File: src/design/tdt_pkg.sv
`timescale 1ns / 1ps

package tdt_pkg;

    // Slot count of the automaton (symbol slots, states, transitions) and field widths
    localparam int SLOTS      = 10;
    localparam int IDX_W      = 4;
    localparam int TR_W       = 12;
    localparam int TR_PER_REG = 5;
    localparam int TR_ALL_W   = 2 * TR_PER_REG * TR_W;
    localparam int FLAG_W     = 3;

    localparam logic [IDX_W-1:0] NO_STATE  = 4'hF;
    localparam logic [IDX_W-1:0] SLOT_LIM  = 4'(SLOTS);

    // Bits inside one state's flag group
    localparam int FLG_INITIAL = 0;
    localparam int FLG_ACCEPT  = 1;
    localparam int FLG_DISCARD = 2;

    // Bytes that the classes test
    localparam logic [7:0] CH_SPACE = 8'h20;
    localparam logic [7:0] CH_DOT   = 8'h2E;
    localparam logic [7:0] CH_BANG  = 8'h21;
    localparam logic [7:0] CH_QUEST = 8'h3F;
    localparam logic [7:0] CH_LF    = 8'h0A;
    localparam logic [7:0] CH_CR    = 8'h0D;
    localparam logic [7:0] CH_ZERO  = 8'h30;
    localparam logic [7:0] CH_NINE  = 8'h39;
    localparam logic [7:0] CH_LO_P  = 8'h70;
    localparam logic [7:0] CH_LO_S  = 8'h73;
    localparam logic [7:0] CH_LO_W  = 8'h77;
    localparam logic [7:0] CH_UP_P  = 8'h50;
    localparam logic [7:0] CH_UP_S  = 8'h53;
    localparam logic [7:0] CH_UP_W  = 8'h57;

    typedef enum logic [3:0] {
        CLS_NOT_SPACE,
        CLS_SENTENCE,
        CLS_TERM,
        CLS_DOT,
        CLS_SPACE,
        CLS_NOT_NL,
        CLS_QUERY,
        CLS_DIGIT,
        CLS_JUNK
    } t_class;

    typedef enum logic [2:0] {
        REG_SYM_CLASSES,
        REG_SYM_COUNT,
        REG_STATE_FLAGS,
        REG_STATE_COUNT,
        REG_TR_FIRST,
        REG_TR_SECOND,
        REG_TR_COUNT
    } t_reg_idx;

    // Symbol lookup result
    typedef struct packed {
        logic             hit;
        logic [IDX_W-1:0] idx;
    } t_sym;

    // Transition step result
    typedef struct packed {
        logic             halted;
        logic             kept;
        logic             commit;
        logic [IDX_W-1:0] next;
    } t_step;

    function automatic logic [IDX_W-1:0] lim_count(input logic [IDX_W-1:0] cnt);
        return (cnt > SLOT_LIM) ? SLOT_LIM : cnt;
    endfunction

    function automatic logic is_query(input logic [7:0] c);
        return (c == CH_LO_P) || (c == CH_LO_S) || (c == CH_LO_W) ||
               (c == CH_UP_P) || (c == CH_UP_S) || (c == CH_UP_W);
    endfunction

    function automatic logic is_digit(input logic [7:0] c);
        return (c >= CH_ZERO) && (c <= CH_NINE);
    endfunction

    function automatic logic class_match(input logic [3:0] code, input logic [7:0] c);
        logic m;
        case (t_class'(code))
            CLS_NOT_SPACE: m = (c != CH_SPACE);
            CLS_SENTENCE:  m = (c != CH_SPACE) && (c != CH_DOT) &&
                               (c != CH_BANG) && (c != CH_QUEST);
            CLS_TERM:      m = (c == CH_BANG) || (c == CH_QUEST);
            CLS_DOT:       m = (c == CH_DOT);
            CLS_SPACE:     m = (c == CH_SPACE);
            CLS_NOT_NL:    m = (c != CH_LF) && (c != CH_CR);
            CLS_QUERY:     m = is_query(c);
            CLS_DIGIT:     m = is_digit(c);
            CLS_JUNK:      m = !is_query(c) && !is_digit(c);
            default:       m = 1'b0;
        endcase
        return m;
    endfunction

endpackage

File: src/design/tdt_in_if.sv
`timescale 1ns / 1ps

interface tdt_in_if;
    logic       valid;
    logic       ready;
    logic [7:0] in_char;
    logic       new_run;

    modport source (output valid, output in_char, output new_run, input ready);
    modport sink   (input valid, input in_char, input new_run, output ready);
endinterface

File: src/design/tdt_out_if.sv
`timescale 1ns / 1ps

interface tdt_out_if;
    logic       valid;
    logic       ready;
    logic [7:0] out_char;
    logic       kept;
    logic       commit;
    logic       halted;
    logic [3:0] state_now;

    modport source (output valid, output out_char, output kept, output commit,
                    output halted, output state_now, input ready);
    modport sink   (input valid, input out_char, input kept, input commit,
                    input halted, input state_now, output ready);
endinterface

File: src/design/table_driven_dfa_tokenizer_top.sv
`timescale 1ns / 1ps

// Programmable character-class tokenizer: one text byte per beat on i_in,
// one result beat per byte on o_out, in order. A byte is classified, stepped
// through the transition table and registered into the output stage in the
// cycle it is accepted, so the block takes one byte every clock as long as
// o_out is drained; the output register is the only stage, and the byte-to-byte
// path runs through the current-state register (class compare, first-match
// priority over ten transitions, flag lookup). A result appears in the cycle after
// its byte is accepted. Configuration is written over the APB port at byte
// address 8*index with 64-bit data; write it only while no byte is in flight.
module table_driven_dfa_tokenizer_top (
    input  logic        i_clk,
    input  logic        i_rst_n,
    tdt_in_if.sink      i_in,
    tdt_out_if.source   o_out,
    input  logic        psel,
    input  logic        penable,
    input  logic        pwrite,
    input  logic [5:0]  paddr,
    input  logic [63:0] pwdata,
    output logic [63:0] prdata,
    output logic        pready
);
    import tdt_pkg::*;

    // Configuration registers
    logic [4*SLOTS-1:0]           r_sym_classes;
    logic [IDX_W-1:0]             r_sym_count;
    logic [FLAG_W*SLOTS-1:0]      r_state_flags;
    logic [IDX_W-1:0]             r_state_count;
    logic [TR_ALL_W/2-1:0]        r_tr_first;
    logic [TR_ALL_W/2-1:0]        r_tr_second;
    logic [IDX_W-1:0]             r_tr_count;

    // Run state and output stage
    logic [IDX_W-1:0] r_cur;
    logic             r_at_start;
    logic             r_valid;
    logic [7:0]       r_char;
    t_step            r_step;

    logic             w_cfg_wr;
    t_reg_idx         w_reg;
    logic [IDX_W-1:0] w_nsym;
    logic [IDX_W-1:0] w_nst;
    logic [IDX_W-1:0] w_ntr;
    logic [IDX_W-1:0] w_first_init;
    logic [IDX_W-1:0] w_cur;
    logic             w_acc;
    t_sym             w_sym;
    t_step            w_step;

    assign pready   = 1'b1;
    assign w_cfg_wr = psel && penable && pwrite;
    assign w_reg    = t_reg_idx'(paddr[5:3]);

    // Write configuration
    always_ff @(posedge i_clk) begin
        if (!i_rst_n) begin
            r_sym_classes <= '0;
            r_sym_count   <= '0;
            r_state_flags <= '0;
            r_state_count <= '0;
            r_tr_first    <= '0;
            r_tr_second   <= '0;
            r_tr_count    <= '0;
        end else if (w_cfg_wr) begin
            case (w_reg)
                REG_SYM_CLASSES: r_sym_classes <= pwdata[4*SLOTS-1:0];
                REG_SYM_COUNT:   r_sym_count   <= pwdata[IDX_W-1:0];
                REG_STATE_FLAGS: r_state_flags <= pwdata[FLAG_W*SLOTS-1:0];
                REG_STATE_COUNT: r_state_count <= pwdata[IDX_W-1:0];
                REG_TR_FIRST:    r_tr_first    <= pwdata[TR_ALL_W/2-1:0];
                REG_TR_SECOND:   r_tr_second   <= pwdata[TR_ALL_W/2-1:0];
                REG_TR_COUNT:    r_tr_count    <= pwdata[IDX_W-1:0];
                default: ;
            endcase
        end
    end

    // Read back configuration
    always_comb begin
        case (w_reg)
            REG_SYM_CLASSES: prdata = 64'(r_sym_classes);
            REG_SYM_COUNT:   prdata = 64'(r_sym_count);
            REG_STATE_FLAGS: prdata = 64'(r_state_flags);
            REG_STATE_COUNT: prdata = 64'(r_state_count);
            REG_TR_FIRST:    prdata = 64'(r_tr_first);
            REG_TR_SECOND:   prdata = 64'(r_tr_second);
            REG_TR_COUNT:    prdata = 64'(r_tr_count);
            default:         prdata = '0;
        endcase
    end

    assign w_nsym = lim_count(r_sym_count);
    assign w_nst  = lim_count(r_state_count);
    assign w_ntr  = lim_count(r_tr_count);

    // Find the first initial state in use
    always_comb begin
        w_first_init = NO_STATE;
        for (int s = SLOTS - 1; s >= 0; s--) begin
            if ((IDX_W'(s) < w_nst) && r_state_flags[FLAG_W*s + FLG_INITIAL]) begin
                w_first_init = IDX_W'(s);
            end
        end
    end

    // Restart the run when asked, after reset or after a halt
    assign w_cur = (i_in.new_run || r_at_start) ? w_first_init : r_cur;

    tdt_classify u_classify (
        .i_char    (i_in.in_char),
        .i_classes (r_sym_classes),
        .i_nsym    (w_nsym),
        .o_sym     (w_sym)
    );

    tdt_trans u_trans (
        .i_cur    (w_cur),
        .i_sym    (w_sym),
        .i_nst    (w_nst),
        .i_ntr    (w_ntr),
        .i_tr_all ({r_tr_second, r_tr_first}),
        .i_flags  (r_state_flags),
        .o_step   (w_step)
    );

    assign i_in.ready = !r_valid || o_out.ready;
    assign w_acc      = i_in.valid && i_in.ready;

    // Advance run state and output valid
    always_ff @(posedge i_clk) begin
        if (!i_rst_n) begin
            r_valid    <= 1'b0;
            r_cur      <= NO_STATE;
            r_at_start <= 1'b1;
        end else if (w_acc) begin
            r_valid    <= 1'b1;
            r_cur      <= w_step.next;
            r_at_start <= w_step.halted;
        end else if (o_out.ready) begin
            r_valid    <= 1'b0;
        end
    end

    // Load the result beat
    always_ff @(posedge i_clk) begin
        if (w_acc) begin
            r_char <= i_in.in_char;
            r_step <= w_step;
        end
    end

    assign o_out.valid     = r_valid;
    assign o_out.out_char  = r_char;
    assign o_out.kept      = r_step.kept;
    assign o_out.commit    = r_step.commit;
    assign o_out.halted    = r_step.halted;
    assign o_out.state_now = r_step.next;

endmodule

File: src/design/tdt_classify.sv
`timescale 1ns / 1ps

module tdt_classify (
    input  logic [7:0]                         i_char,
    input  logic [4*tdt_pkg::SLOTS-1:0]        i_classes,
    input  logic [tdt_pkg::IDX_W-1:0]          i_nsym,
    output tdt_pkg::t_sym                      o_sym
);
    import tdt_pkg::*;

    logic [SLOTS-1:0] w_match;

    // Test every slot in use against the byte
    always_comb begin
        for (int i = 0; i < SLOTS; i++) begin
            w_match[i] = (IDX_W'(i) < i_nsym) && class_match(i_classes[4*i +: 4], i_char);
        end
    end

    // Pick the lowest matching slot
    always_comb begin
        o_sym.hit = 1'b0;
        o_sym.idx = NO_STATE;
        for (int i = SLOTS - 1; i >= 0; i--) begin
            if (w_match[i]) begin
                o_sym.hit = 1'b1;
                o_sym.idx = IDX_W'(i);
            end
        end
    end

endmodule

File: src/design/tdt_trans.sv
`timescale 1ns / 1ps

module tdt_trans (
    input  logic [tdt_pkg::IDX_W-1:0]             i_cur,
    input  tdt_pkg::t_sym                         i_sym,
    input  logic [tdt_pkg::IDX_W-1:0]             i_nst,
    input  logic [tdt_pkg::IDX_W-1:0]             i_ntr,
    input  logic [tdt_pkg::TR_ALL_W-1:0]          i_tr_all,
    input  logic [tdt_pkg::FLAG_W*tdt_pkg::SLOTS-1:0] i_flags,
    output tdt_pkg::t_step                        o_step
);
    import tdt_pkg::*;

    logic [SLOTS-1:0]  w_hit;
    logic              w_found;
    logic [IDX_W-1:0]  w_next;
    logic [FLAG_W-1:0] w_nflags;
    logic              w_live;

    assign w_live = i_sym.hit && (i_cur < i_nst);

    // Compare every transition in use in parallel
    always_comb begin
        for (int t = 0; t < SLOTS; t++) begin
            w_hit[t] = w_live && (IDX_W'(t) < i_ntr) &&
                       (i_tr_all[TR_W*t +: IDX_W] == i_cur) &&
                       (i_tr_all[TR_W*t + IDX_W +: IDX_W] == i_sym.idx) &&
                       (i_tr_all[TR_W*t + 2*IDX_W +: IDX_W] < i_nst);
        end
    end

    // Take the first transition that hits
    always_comb begin
        w_found = 1'b0;
        w_next  = NO_STATE;
        for (int t = SLOTS - 1; t >= 0; t--) begin
            if (w_hit[t]) begin
                w_found = 1'b1;
                w_next  = i_tr_all[TR_W*t + 2*IDX_W +: IDX_W];
            end
        end
    end

    // Look up the destination's flags
    always_comb begin
        w_nflags = '0;
        for (int s = 0; s < SLOTS; s++) begin
            if (w_next == IDX_W'(s)) begin
                w_nflags = i_flags[FLAG_W*s +: FLAG_W];
            end
        end
    end

    assign o_step.halted = !w_found;
    assign o_step.kept   = w_found && !w_nflags[FLG_DISCARD];
    assign o_step.commit = w_found && w_nflags[FLG_ACCEPT];
    assign o_step.next   = w_found ? w_next : NO_STATE;

endmodule

File: src/flat_wrapper.sv
// flat-port wrapper written by rule: the top's interface ports become plain ports
module table_driven_dfa_tokenizer_top_flat import tdt_pkg::*;
  (i_clk, i_rst_n, psel, penable, pwrite, paddr, pwdata, prdata, pready, i_in_valid, i_in_in_char, i_in_new_run, i_in_ready, o_out_valid, o_out_out_char, o_out_kept, o_out_commit, o_out_halted, o_out_state_now, o_out_ready);
  tdt_in_if i_in_i ();
  tdt_out_if o_out_i ();
  input  logic i_clk;
  input  logic i_rst_n;
  input  logic psel;
  input  logic penable;
  input  logic pwrite;
  input  logic [5:0] paddr;
  input  logic [63:0] pwdata;
  output logic [63:0] prdata;
  output logic pready;
  input wire logic [$bits(i_in_i.valid)-1:0] i_in_valid;
  input wire logic [$bits(i_in_i.in_char)-1:0] i_in_in_char;
  input wire logic [$bits(i_in_i.new_run)-1:0] i_in_new_run;
  output wire logic [$bits(i_in_i.ready)-1:0] i_in_ready;
  output wire logic [$bits(o_out_i.valid)-1:0] o_out_valid;
  output wire logic [$bits(o_out_i.out_char)-1:0] o_out_out_char;
  output wire logic [$bits(o_out_i.kept)-1:0] o_out_kept;
  output wire logic [$bits(o_out_i.commit)-1:0] o_out_commit;
  output wire logic [$bits(o_out_i.halted)-1:0] o_out_halted;
  output wire logic [$bits(o_out_i.state_now)-1:0] o_out_state_now;
  input wire logic [$bits(o_out_i.ready)-1:0] o_out_ready;
  assign i_in_i.valid = i_in_valid;
  assign i_in_i.in_char = i_in_in_char;
  assign i_in_i.new_run = i_in_new_run;
  assign i_in_ready = i_in_i.ready;
  assign o_out_valid = o_out_i.valid;
  assign o_out_out_char = o_out_i.out_char;
  assign o_out_kept = o_out_i.kept;
  assign o_out_commit = o_out_i.commit;
  assign o_out_halted = o_out_i.halted;
  assign o_out_state_now = o_out_i.state_now;
  assign o_out_i.ready = o_out_ready;
  table_driven_dfa_tokenizer_top u_core (.i_clk(i_clk), .i_rst_n(i_rst_n), .i_in(i_in_i), .o_out(o_out_i), .psel(psel), .penable(penable), .pwrite(pwrite), .paddr(paddr), .pwdata(pwdata), .prdata(prdata), .pready(pready));
endmodule
File: config.mk
export PLATFORM = sky130hd
export DESIGN_NAME = table_driven_dfa_tokenizer_top_flat
export DESIGN_NICKNAME = d
export VERILOG_FILES = /design/src/design/tdt_pkg.sv /design/src/design/tdt_in_if.sv /design/src/design/tdt_out_if.sv /design/src/design/table_driven_dfa_tokenizer_top.sv /design/src/design/tdt_classify.sv /design/src/design/tdt_trans.sv /design/src/flat_wrapper.sv
export SDC_FILE = /design/constraint.sdc
export NUM_CORES = 1
export LEC_CHECK = 0
export BUFFER_PORTS_ARGS = -buffer_cell sky130_fd_sc_hd__buf_2
export CORE_MARGIN = 3
export CORE_UTILIZATION = 35
export CTS_BUF_LIST = sky130_fd_sc_hd__clkbuf_4
export DETAILED_ROUTE_END_ITERATION = 7
export SYNTH_ARGS = -nofsm -noshare
export SYNTH_HDL_FRONTEND = slang
export SYNTH_SLANG_ARGS = --single-unit
File: constraint.sdc
create_clock -name i_clk -period 16.3 [get_ports i_clk]
set_input_delay 0 -clock i_clk [delete_from_list [all_inputs] [get_ports i_clk]]
set_output_delay 0 -clock i_clk [all_outputs]
set_load 0.05 [all_outputs]
== Word-level counts from Yosys, hierarchy flattened ==
Cells that the tools add are included.
Storage, ports and cells
  register bits after elaboration: 223
  input port bits: 86
  output and inout bits: 82
  word-level logic and storage cells: 365
Cells by class
  order comparisons: 46
  equality and inequality tests: 131
  muxes and demuxes: 68
  reductions and logical operators: 105
Operator list (count)
  $pmux W60 S7: 1
  $eq A4 B3 Y1 const B: 44
  $mux W4: 23
  $pmux W1 S9: 10
  $eq A4 B2 Y1 const B: 22
  $eq A4 B4 Y1: 20
  $logic_and A1 B1 Y1: 72
  $mux W5: 10
  $eq A4 B4 Y1 const B: 12
  $eq A8 B7 Y1 const B: 6
  $lt A3 B4 Y1 const A: 12
  $eq A4 B1 Y1 const B: 11
  $logic_not A4 Y1: 11
  $lt A4 B4 Y1: 11
  $mux W3: 12
  $eq A8 B6 Y1 const B: 4
  $ne A8 B6 Y1 const B: 4
  $lt A1 B4 Y1 const A: 6
  $lt A2 B4 Y1 const A: 6
  $lt A4 B4 Y1 const A: 6
  $ne A8 B4 Y1 const B: 2
  $reduce_and A2 Y1: 7
  $gt A4 B4 Y1 const B: 3
  $mux W1: 12
  9 further kinds: 23

== Depth between registers and ports, before layout ==
Gate-level depths: netlist of the first run.
  depth after elaboration: 48
  depth in mapped cells: 25
  mapped depth without buffers: 22

== Cells and area by module ==
From an unflattened synthesis of the first run, not the netlist that was laid out.
Unflattened totals
  cell total of the unflattened synthesis: 1736
  area total of the unflattened synthesis: 13818.3 sq um
By module, submodules not included
  table_driven_dfa_tokenizer_top: instances 1, cells an instance 1164, area an instance 9750.6 sq um, seq. area each 4614.4 sq um
  tdt_trans: instances 1, cells an instance 352, area an instance 2636.3 sq um, seq. area each 0.0 sq um
  tdt_classify: instances 1, cells an instance 220, area an instance 1431.4 sq um, seq. area each 0.0 sq um

== Least setup slack after synthesis of the first run ==
No wires, ideal clock.
  path type: reg-to-reg
  start: register u_core.r_state_count[3]
  end: register u_core.r_step, in the netlist u_core.o_out.commit, data pin
  setup time: 0.266 ns
  arrival: 4.951 ns
  required time: 16.034 ns
  path slack: 11.083 ns
  stages on the path, launching flop included: 24
  buffers on the path: 4
  clock period less this slack: 5.217 ns
  cell sequence: dfxtp_1 -> clkbuf_1 -> o41ai_1 -> and2_1 -> clkbuf_1 -> mux2i_1 -> nor2_1 -> ha_1 -> nand3_1 -> nand2b_1 -> and4b_1 -> o22ai_1 -> nor4_1 -> o211ai_1 -> nand2_1 -> and3_1 -> clkbuf_1 -> nor2_1 -> a221o_1 -> a221o_1 -> buf_6 -> mux2_4 -> a22oi_2 -> o221ai_2
RTL lines
  start: declaration: line table_driven_dfa_tokenizer_top.sv:31  | logic [IDX_W-1:0] r_state_count;
  start signal: assignment: line table_driven_dfa_tokenizer_top.sv:73  | REG_STATE_COUNT: r_state_count <= pwdata[IDX_W-1:0];
  end signal: assignment: line table_driven_dfa_tokenizer_top.sv:152  | r_step <= w_step;
  end: declaration: line table_driven_dfa_tokenizer_top.sv:41  | t_step r_step;

==> impl_metrics.csv, run 1 <==
group,metric,value,unit
flow_run,cap_violations,0,
clock_network,h-tree-depth,3,
logic_synthesis,avgSynthCellArea,7.933,µm²
layout,seq_area,4614,µm²
layout,drive_above_1_share,0.1649,
logic_synthesis,syn-instance-count,1829,
clock_network,clk_path_buf_depth,3,
logic_synthesis,yosys_warnings,0,
sta,setup_viol,0,
worst_setup_path,critPathRequiredTime,16900,ps
global_routing,grt_max_degree,122,
clock_network,tritoncts.num_buffers,66,
floorplanning,die_y,209.6,µm
sta,fin_tns_setup,0,ps
sta,tightest_slew,1270,ps
sta,final_hold_viol_count,0,
sta,drv_slew,0,
worst_setup_path,worstPathArrival,7860,ps
logic_synthesis,synth.most_common_cell,"nand2_1",
floorplanning,rows,73,
logic_synthesis,postSynth.asyncResetShare,0,
floorplanning,die_w,209.6,µm
floorplanning,core_area,40370,µm²
global_routing,grt_pass1_vias,14260,
logic_synthesis,synth_area_leaders,"dfxtp_1, nand2_1, a21boi_0",
logic_synthesis,synthFlopType,"dfxtp_1",
route,first_pass_iters,5,
route,detail_route.wl_per_cell,23.13,µm
layout,multi_input_area,9199,µm²
route,first_iter_violations,1401,
logic_synthesis,yosysSeqAreaShare,0.3180,
sta,fin_crit,7261,ps
worst_setup_path,critPathKind,"reg -> reg",
route,drt-total-wl,60010,µm
pwr,power_density,75.23,nW/µm²
layout,nNetsFinal,2136,
sta,period_share,0.4455,
placed_design,hpwlAfterDp,43030,µm
layout,final_util,0.4285,
worst_setup_path,startpoint_type,"register",
logic_synthesis,synth.largest_area_cell,"dfxtp_1",
pwr,ir_drop,0.00005138,V
route,drt.antenna.violating_nets,0,
logic_synthesis,synthTopCellsByCount,"nand2_1, dfxtp_1, a21boi_0",
worst_setup_path,worstPathMaxFanout,18,
sta,relSlewSlack,0.1316,
floorplanning,design.portCount,168,
route,vias,15160,
route,drc_errors,0,
layout,syn2layout_area_growth,19.21,%
clock_network,cts_root_buffer,"clkbuf_4",
logic_synthesis,yosysUniqueCellTypes,104,
clock_network,cts_setup_buffers,0,
placed_design,port_buffers,155,
sta,fin_skew,67.21,ps
clock_network,clock-sinks,223,
worst_hold_path,hp-class,"in -> reg",
clock_network,cts_tree,"done",
global_routing,antenna_found_initial,2,
sta,rsz0062_at_grt,"no",
placed_design,gp_congestion,0.9820,
sta,clock.fmax,137.7,MHz
global_routing,global_route.overflow_total,0,
pwr,cellLeakagePower,6.163,nW
clock_network,insertion_delay,770,ps
global_routing,grt_util_all_layers,0.2636,
logic_synthesis,synth_edf_count,15,
floorplanning,initial_utilization,0.3594,
outcome,status,"finished, final reports clean",
logic_synthesis,synth_top_area_share,0.2870,
logic_synthesis,syn-cell-area,14510,µm²
layout,nFillCells,4172,
pwr,total_power,1.301,mW
route,via_per_inst,5.843,
logic_synthesis,ys_ff_latch,223,
floorplanning,dieArea,43940,µm²
global_routing,grt_pass1_wl,89400,µm
clock_network,path_clk_slew,70,ps
worst_setup_path,crit_path_end_kind,"register",
## power breakdown
group	internal, mW	total [mW]	switching (mW)	leakage (nW)
registers	0.557	0.565	0.00822	1.81
logic	0.0480	0.129	0.0812	3.81
clock network	0.342	0.607	0.265	0.545
total	0.947	1.30	0.355	6.16
## metrics by stage
step	cell area, µm²	hold WS (ps)	instances	worst slack, ps
after detailed placement	15550	259.5	2393	9242
final	17300	70.93	2594	9039
after global routing	17300	55.37	2594	8639
after CTS	17300	13.28	2593	9251
after global placement	15550	248.1	2393	9339
after floorplan	14520	98.87	1832	11080
## flip-flops by register name, indices dropped and copies added (netlist names), 4 cells and up
| name | cells |
|---|---|
| u_core.r_sym_classes | 40 |
| u_core.r_tr_first | 60 |
| u_core.o_out.out_char | 8 |
| u_core.r_cur | 4 |
| u_core.r_tr_second | 60 |
| u_core.o_out.state_now | 4 |
| u_core.r_tr_count | 4 |
| u_core.r_state_count | 4 |
| u_core.r_sym_count | 4 |
| u_core.r_state_flags | 30 |
## worst max-delay path: stages (launching register included)
cell      delay, ps
dfxtp_1         740
inv_1           420
a211oi_1        400
and4b_1         300
nor2_1          630
inv_1           280
ha_1            370
a21oi_1         190
o21a_1          230
o211ai_1        300
or3_1           490
nor4_1          620
nand3_1         200
o221a_1         360
a2111o_1        490
nand2_1         200
inv_2           150
mux2i_1         160
a2111o_1        480
o221ai_2        100
## what timing repair did
item                                   4_1_cts  5_1_grt
endpoints found under the hold margin      216        0
resized for setup                            0        0
hold buffers                                81        0
## cells by family (layout without fill, tap and decap cells)
kind of cell | Yosys count | count (layout) | share of synthesized area
AO/OA/AOI/OAI | 544 | 544 | 0.2895
XOR/XNOR | 61 | 61 | 0.03682
adder cells (fa/ha/maj) | 34 | 34 | 0.02915
buffers and inverters | 179 | 415 | 0.05122
flip-flops | 223 | 223 | 0.3180
multiplexers | 44 | 44 | 0.03406
other | 2 | 6 | 0.0005176
AND/OR/NAND/NOR | 742 | 742 | 0.2408
## layout by cell type, fill, tap and decap left out, types with 10 or more instances in the layout
master         count
and2_1            13
nor2_1            75
clkbuf_4         106
dfxtp_1          208
nand4_1           11
a21oi_1           44
nor3_1            31
mux2i_1           31
xnor2_1           40
a22o_1            50
dlygate4sd3_1     81
nand2_1          431
nor2b_1           21
inv_1             39
buf_4             21
a21boi_0         196
o211ai_1          16
a211oi_1          11
o21ai_0           38
o21a_1            13
nand4b_1          11
a221oi_1          10
nor4_1            12
a211o_1           10
and3_1            12
buf_2            154
xor2_1            21
nand2b_1          15
a221o_1           37
ha_1              33
edfxtp_1          15
a31oi_1           22
nand3_1           35
## path summary, 6_finish.rpt
kind	startpoint	endpoint	slack, ps	cells after the start
max	u_core.r_state_count[3]	u_core.o_out.commit	9040	19
min	pwdata[50]	u_core.r_tr_second[50]	70	4
max reg2reg	u_core.r_state_count[3]	u_core.o_out.commit	9040	19
min reg2reg	u_core.r_state_flags[7]	u_core.r_state_flags[7]	490	2
## cell type report
| cell class | count | share of cell area |
|---|---|---|
| Multi-Input combinational cell | 1430 | 0.5318 |
| Sequential cell | 223 | 0.2668 |
| Tap cell | 525 | 0.03797 |
| Clock inverter | 13 | 0.008101 |
| Timing Repair Buffer | 256 | 0.1005 |
| Clock buffer | 106 | 0.04600 |
| Inverter | 40 | 0.008680 |
| Antenna cell | 1 | 0.0001447 |
## routing by layer
metal	track usage	share of wire
met1	0.3715	0.45
met2	0.3989	0.43
met3	0.05157	0.090
met4	0.09838	0.032
met5	0	0
No activity file was read; power rests on OpenSTA's default activity.
==> inputs of run 2 (changes only) <==
Clock period 16.3 ns to 6.1 ns, I/O delays scaled along.
==> impl_metrics.csv, run 2 (synthesized netlist as in run 1, its figures left out) <==
group,metric,value,unit
pwr,combPwrFrac,0.114,
global_routing,grt_util_all_layers,0.2680,
layout,instances_no_fill,2659,
sta,worst_slack,353.8,ps
pwr,power_density,184.3,nW/µm²
route,drt-total-wl,61080,µm
layout,final_common_cell,"nand2_1",
route,via_per_inst,5.836,
pwr,cellLeakagePower,6.426,nW
clock_network,insertion_delay,830,ps
worst_setup_path,crit_chain,"o41ai_1, and2_1, o2111a_1, nor2_1, inv_1, ha_1, a21o_1, a21oi_1, o21a_1, o211ai_1, or3_1, nor4_1, buf_4, nand3_1, o221a_1, a2111o_1, nand2_1, inv_2, mux2i_1, a2111o_1, o221ai_2",
global_routing,grt_max_degree,119,
global_routing,use_met2,0.4127,
worst_setup_path,crit_path_end_kind,"register",
global_routing,global_route.overflow_total,0,
worst_setup_path,cpMostUsedCell,"a2111o_1",
placed_design,post-place-cells,2420,
layout,nNetsFinal,2208,
pwr,ir_drop,0.0001322,V
pwr,swShare,0.2791,
sta,final_hold_viol_count,0,
pwr,total_power,3.291,mW
floorplanning,rows,73,
clock_network,cts_root_buffer,"clkbuf_4",
floorplanning,dieArea,43940,µm²
worst_setup_path,worstPathArrival,6420,ps
layout,multi_input_area,9199,µm²
pwr,p_switching,918.5,µW
global_routing,met3_usage,0.04335,
layout,nFillCells,4088,
pwr,power_frac_seq,0.459,
route,first_pass_iters,7,
layout,mostFrequentLayoutCells,"nand2_1, dfxtp_1, a21boi_0",
worst_setup_path,max_stage_delay,500,ps
pwr,p_int,2.373,mW
sta,fin_crit,5746,ps
worst_setup_path,critPathKind,"reg -> reg",
sta,period_share,0.9420,
sta,fin_skew,92.12,ps
placed_design,port_buffers,155,
global_routing,grt_pass1_vias,14540,
layout,final_util,0.4424,
clock_network,path_clk_slew,70,ps
layout,drive_above_1_share,0.1660,
placed_design,pre_cts_slack,311.2,ps
sta,tightest_slew,1119,ps
clock_network,cts_resized,0,
layout,top_regs,"u_core.r_tr_first x60, u_core.r_tr_second x60, u_core.r_sym_classes x40",
route,detail_route.wl_per_cell,22.97,µm
pwr,clkPwrFrac,0.426,
sta,clock.fmax,174.0,MHz
clock_network,cts_tree,"done",
layout,syn2layout_area_growth,23.08,%
worst_setup_path,critPathRequiredTime,6770,ps
placed_design,hpwlAfterDp,44240,µm
global_routing,antenna_found_initial,2,
clock_network,tritoncts.num_buffers,60,
global_routing,grt_util_met1,0.3743,
placed_design,gp_congestion,0.9869,
global_routing,grt_pass1_wl,90940,µm
route,drc_errors,0,
layout,seq_area,4614,µm²
floorplanning,design.portCount,168,
route,drt.antenna.violating_nets,0,
worst_setup_path,slowest_stage,"o41ai_1",
floorplanning,die_y,209.6,µm
placed_design,placed_cell_area,15750,µm²
global_routing,top_usage_layer,"met2",
floorplanning,die_w,209.6,µm
sta,rsz0062_at_grt,"no",
sta,hold_ws,61.57,ps
sta,setup_viol,0,
floorplanning,initial_utilization,0.3594,
worst_setup_path,worstPathMaxFanout,14,
outcome,status,"finished, final reports clean",
sta,relSlewSlack,0.2541,
route,vias,15520,
route,first_iter_violations,1568,
layout,fin_area,17860,µm²
clock_network,clk_path_buf_depth,3,
worst_setup_path,startpoint_type,"register",
sta,drv_slew,0,
worst_hold_path,hp-class,"in -> reg",
flow_run,cap_violations,0,
floorplanning,core_area,40370,µm²
sta,fin_tns_setup,0,ps
clock_network,clock-sinks,223,
clock_network,h-tree-depth,2,
-- run 2: worst paths after layout --
kind	startpoint	endpoint	slack [ps]	cells past startpoint
setup / recovery	u_core.r_state_count[0]	u_core.o_out.commit	350	21
hold / removal	pwdata[56]	u_core.r_tr_second[56]	60	4
setup reg to reg	u_core.r_state_count[0]	u_core.o_out.commit	350	21
hold reg to reg	u_core.r_state_flags[16]	u_core.r_state_flags[16]	500	2
-- run 2: layer usage --
| metal | wire, µm | vias up |
|---|---|---|
| met5 | 0 | - |
| met4 | 2294 | 0 |
| met3 | 5260 | 119 |
| met2 | 26760 | 790 |
| met1 | 26770 | 7440 |
| li1 | - | 7168 |
-- run 2: timing repair --
action / CTS / global route
hold buffers: 132 / 0
hold endpoints to repair: 216 / 0
buffers inserted: 0 / 0
-- run 2: area by class of cell --
cell class | count | area share
antenna | 1 | 0.0001401
clock buffer | 93 | 0.03909
clock inverter | 13 | 0.004834
inverter | 40 | 0.008407
multi-input combinational | 1430 | 0.5151
sequential | 223 | 0.2584
tap | 525 | 0.03678
timing repair buffer | 334 | 0.1373
-- run 2: power groups by stage --
stage	Clock [mW]	Sequential (mW)	Combinational (mW)
2_1_floorplan	0	1.54	0.180
3_3_place_gp	0	1.54	0.302
3_5_place_dp	0	1.54	0.304
4_1_cts	1.44	1.51	0.371
5_1_grt	1.51	1.51	0.402
6_report	1.40	1.51	0.377
-- run 2: critical path: cells and delay by family, from the launching register on --
family	cells	cell delay, ps
compound gates	10	3000
fa+ha+maj	1	240
buf+inv	3	420
flops	1	490
mux	1	140
simple gates	6	1340
==> inputs of run 3 (changes only) <==
Settings changed: SLEW_MARGIN set to 15, SYNTH_HIERARCHICAL set to 1.
==> impl_metrics.csv, run 3 <==
group,metric,value,unit
sta,clock.fmax,174.1,MHz
sta,fin_tns_setup,0,ps
floorplanning,initial_utilization,0.3559,
clock_network,clock-sinks,223,
clock_network,insertion_delay,770,ps
sta,rsz0062_at_grt,"no",
placed_design,pre_cts_slack,285.2,ps
route,vias,14130,
sta,final_hold_viol_count,0,
sta,setup_viol,0,
worst_setup_path,startpoint_type,"primary input",
route,drc_errors,0,
worst_setup_path,r2r-end,"u_core/o_out.commit",
worst_setup_path,crit_path_end_kind,"register",
layout,top_regs,"u_core/r_tr_first x60, u_core/r_tr_second x60, u_core/r_sym_classes x40",
logic_synthesis,synth_edf_count,15,
global_routing,global_route.overflow_total,0,
pwr,cellLeakagePower,6.089,nW
placed_design,placed_cell_area,15030,µm²
pwr,power_density,203.1,nW/µm²
logic_synthesis,synthFlopType,"dfxtp_1",
pwr,ir_drop,0.0001594,V
sta,fin_crit,5745,ps
global_routing,grt_max_degree,120,
logic_synthesis,avgSynthCellArea,7.960,µm²
clock_network,h-tree-depth,3,
layout,nFillCells,3963,
floorplanning,core_area,38830,µm²
pwr,total_power,3.399,mW
global_routing,grt_pass1_vias,13450,
worst_setup_path,worstPathArrival,6270,ps
flow_run,cap_violations,0,
sta,period_share,0.9418,
worst_hold_path,worstHoldStart,"paddr[4]",
floorplanning,rows,72,
route,drt.antenna.violating_nets,0,
clock_network,cts_tree,"done",
logic_synthesis,synth_area_leaders,"dfxtp_1, nand2_1, a21boi_1",
sta,drv_slew,0,
layout,mostFrequentLayoutCells,"nand2_1, dfxtp_1, buf_2",
floorplanning,design.portCount,168,
floorplanning,dieArea,41900,µm²
global_routing,grt_pass1_wl,79760,µm
layout,drive_above_1_share,0.1794,
logic_synthesis,synth.most_common_cell,"nand2_1",
worst_setup_path,r2r_slack,610,ps
logic_synthesis,yosysUniqueCellTypes,94,
global_routing,antenna_found_initial,2,
floorplanning,die_y,204.7,µm
logic_synthesis,syn-cell-area,13820,µm²
worst_hold_path,hold_depth,5,
sta,relSlewSlack,0.2358,
worst_hold_path,min_to,"u_core/r_state_count[0]",
logic_synthesis,syn-instance-count,1736,
sta,tightest_slew,1146,ps
logic_synthesis,yosysSeqAreaShare,0.3339,
clock_network,tritoncts.num_buffers,68,
outcome,status,"finished, final reports clean",
clock_network,hold_buffers,80,
route,drt-total-wl,52710,µm
worst_setup_path,critPathRequiredTime,6620,ps
logic_synthesis,postSynth.asyncResetShare,0,
clock_network,path_clk_slew,70,ps
layout,nNetsFinal,2077,
worst_setup_path,reg2reg_depth,19,
layout,final_common_cell,"nand2_1",
worst_setup_path,worstPathMaxFanout,13,
logic_synthesis,synth.largest_area_cell,"dfxtp_1",
clock_network,cts_setup_buffers,0,
route,first_pass_iters,5,
layout,final_util,0.4310,
placed_design,hpwlAfterDp,37300,µm
route,first_iter_violations,1121,
clock_network,cts_resized,0,
layout,fin_area,16730,µm²
worst_setup_path,reg2reg_from,"u_core/r_sym_count[3]",
logic_synthesis,ys_ff_latch,223,
route,via_per_inst,5.589,
sta,worst_slack,355.0,ps
route,detail_route.wl_per_cell,20.85,µm
sta,fin_skew,84.45,ps
clock_network,cts_root_buffer,"clkbuf_4",
logic_synthesis,synthTopCellsByCount,"nand2_1, dfxtp_1, a21boi_1",
placed_design,gp_congestion,0.9147,
placed_design,port_buffers,155,
worst_setup_path,critPathKind,"in -> reg",
worst_hold_path,hp-class,"in -> reg",
clock_network,clk_path_buf_depth,3,
floorplanning,die_w,204.7,µm
logic_synthesis,yosys_warnings,6,
layout,syn2layout_area_growth,21.11,%
global_routing,grt_util_all_layers,0.2470,
logic_synthesis,synth_top_area_share,0.3013,
-- run 3: cell count changes in the layout (fill, tap and decap cells not counted), moves of 22 or more --
cell / change
a21boi_0: -143
a21boi_1: +138
a22oi_1: +60
dlygate4sd3_1: -52
xor2_1: +42
a221o_1: -34
a22o_1: -29
xnor2_1: -22
-- run 3: logic make-up after synthesis --
family | count (synthesis) | synth area share
and+or+nand+nor | 714 | 0.2353
AOI/OAI and AO/OA | 478 | 0.2553
DFF | 223 | 0.3339
buffers and inverters | 153 | 0.05007
xor gates and xnor gates | 81 | 0.05134
muxes | 52 | 0.04364
adders and majority gates | 33 | 0.02988
other | 2 | 0.0005435
-- run 3: metrics by stage --
stage	hold WS, ps	cells
after floorplan	98.87	1739
after global placement	247.4	2326
after detailed placement	249.4	2326
after CTS	1.897	2525
after global routing	25.53	2528
final	51.77	2528
-- run 3: worst max path at each step --
| stage | depth (start not counted) | start | to | slack (ps) |
|---|---|---|---|---|
| after floorplan | 23 | i_in_in_char[2] | u_core/o_out.kept | 1010 |
| after global placement | 21 | i_in_in_char[4] | u_core/o_out.commit | 410 |
| after detailed placement | 21 | i_in_in_char[1] | u_core/o_out.commit | 290 |
| after CTS | 22 | i_in_in_char[1] | u_core/o_out.commit | 570 |
| after global routing | 24 | i_in_in_char[0] | u_core/o_out.commit | 60 |
| final | 23 | i_in_in_char[4] | u_core/o_out.commit | 350 |
-- run 3: final cells by class --
type / instances / area (µm²) / area share
Antenna cell: 3 / 7.507 / 0.0004486
Clock buffer: 95 / 713.2 / 0.04262
Clock inverter: 24 / 180.2 / 0.01077
Inverter: 25 / 93.84 / 0.005607
Multi-Input combinational cell: 1363 / 8558 / 0.5114
Sequential cell: 223 / 4614 / 0.2757
Tap cell: 518 / 648.1 / 0.03873
Timing Repair Buffer: 277 / 1919 / 0.1147
-- run 3: metal layers --
layer  up-vias  part of all wire  global-route usage
li1       6622                 -                   -
met1      6805              0.43              0.3232
met2       596              0.45              0.3918
met3       105             0.083             0.06038
met4         0             0.038             0.09757
met5         -                 0                   0
-- run 3: critical path, cell delays in order --
cell,delay [ps]
dlygate4sd3_1,540
buf_2,200
or4_1,530
or3_1,570
nor2_1,150
a2111oi_0,80
nor4_1,660
nor4_1,180
and3_1,200
buf_4,220
xor2_1,190
a2111oi_0,570
o21ai_0,300
nor3_2,200
buf_4,190
and3b_1,180
nor4_1,50
a31oi_1,300
buf_12,190
mux2_2,340
nor4_1,180
nor3_1,80
a21boi_1,140
-- run 3: power breakdown --
group	switching (mW)	leakage, nW	internal [mW]
combinational	0.207	3.76	0.130
clock	0.710	0.519	0.847
sequential	0.0166	1.81	1.49
total	0.934	6.09	2.47
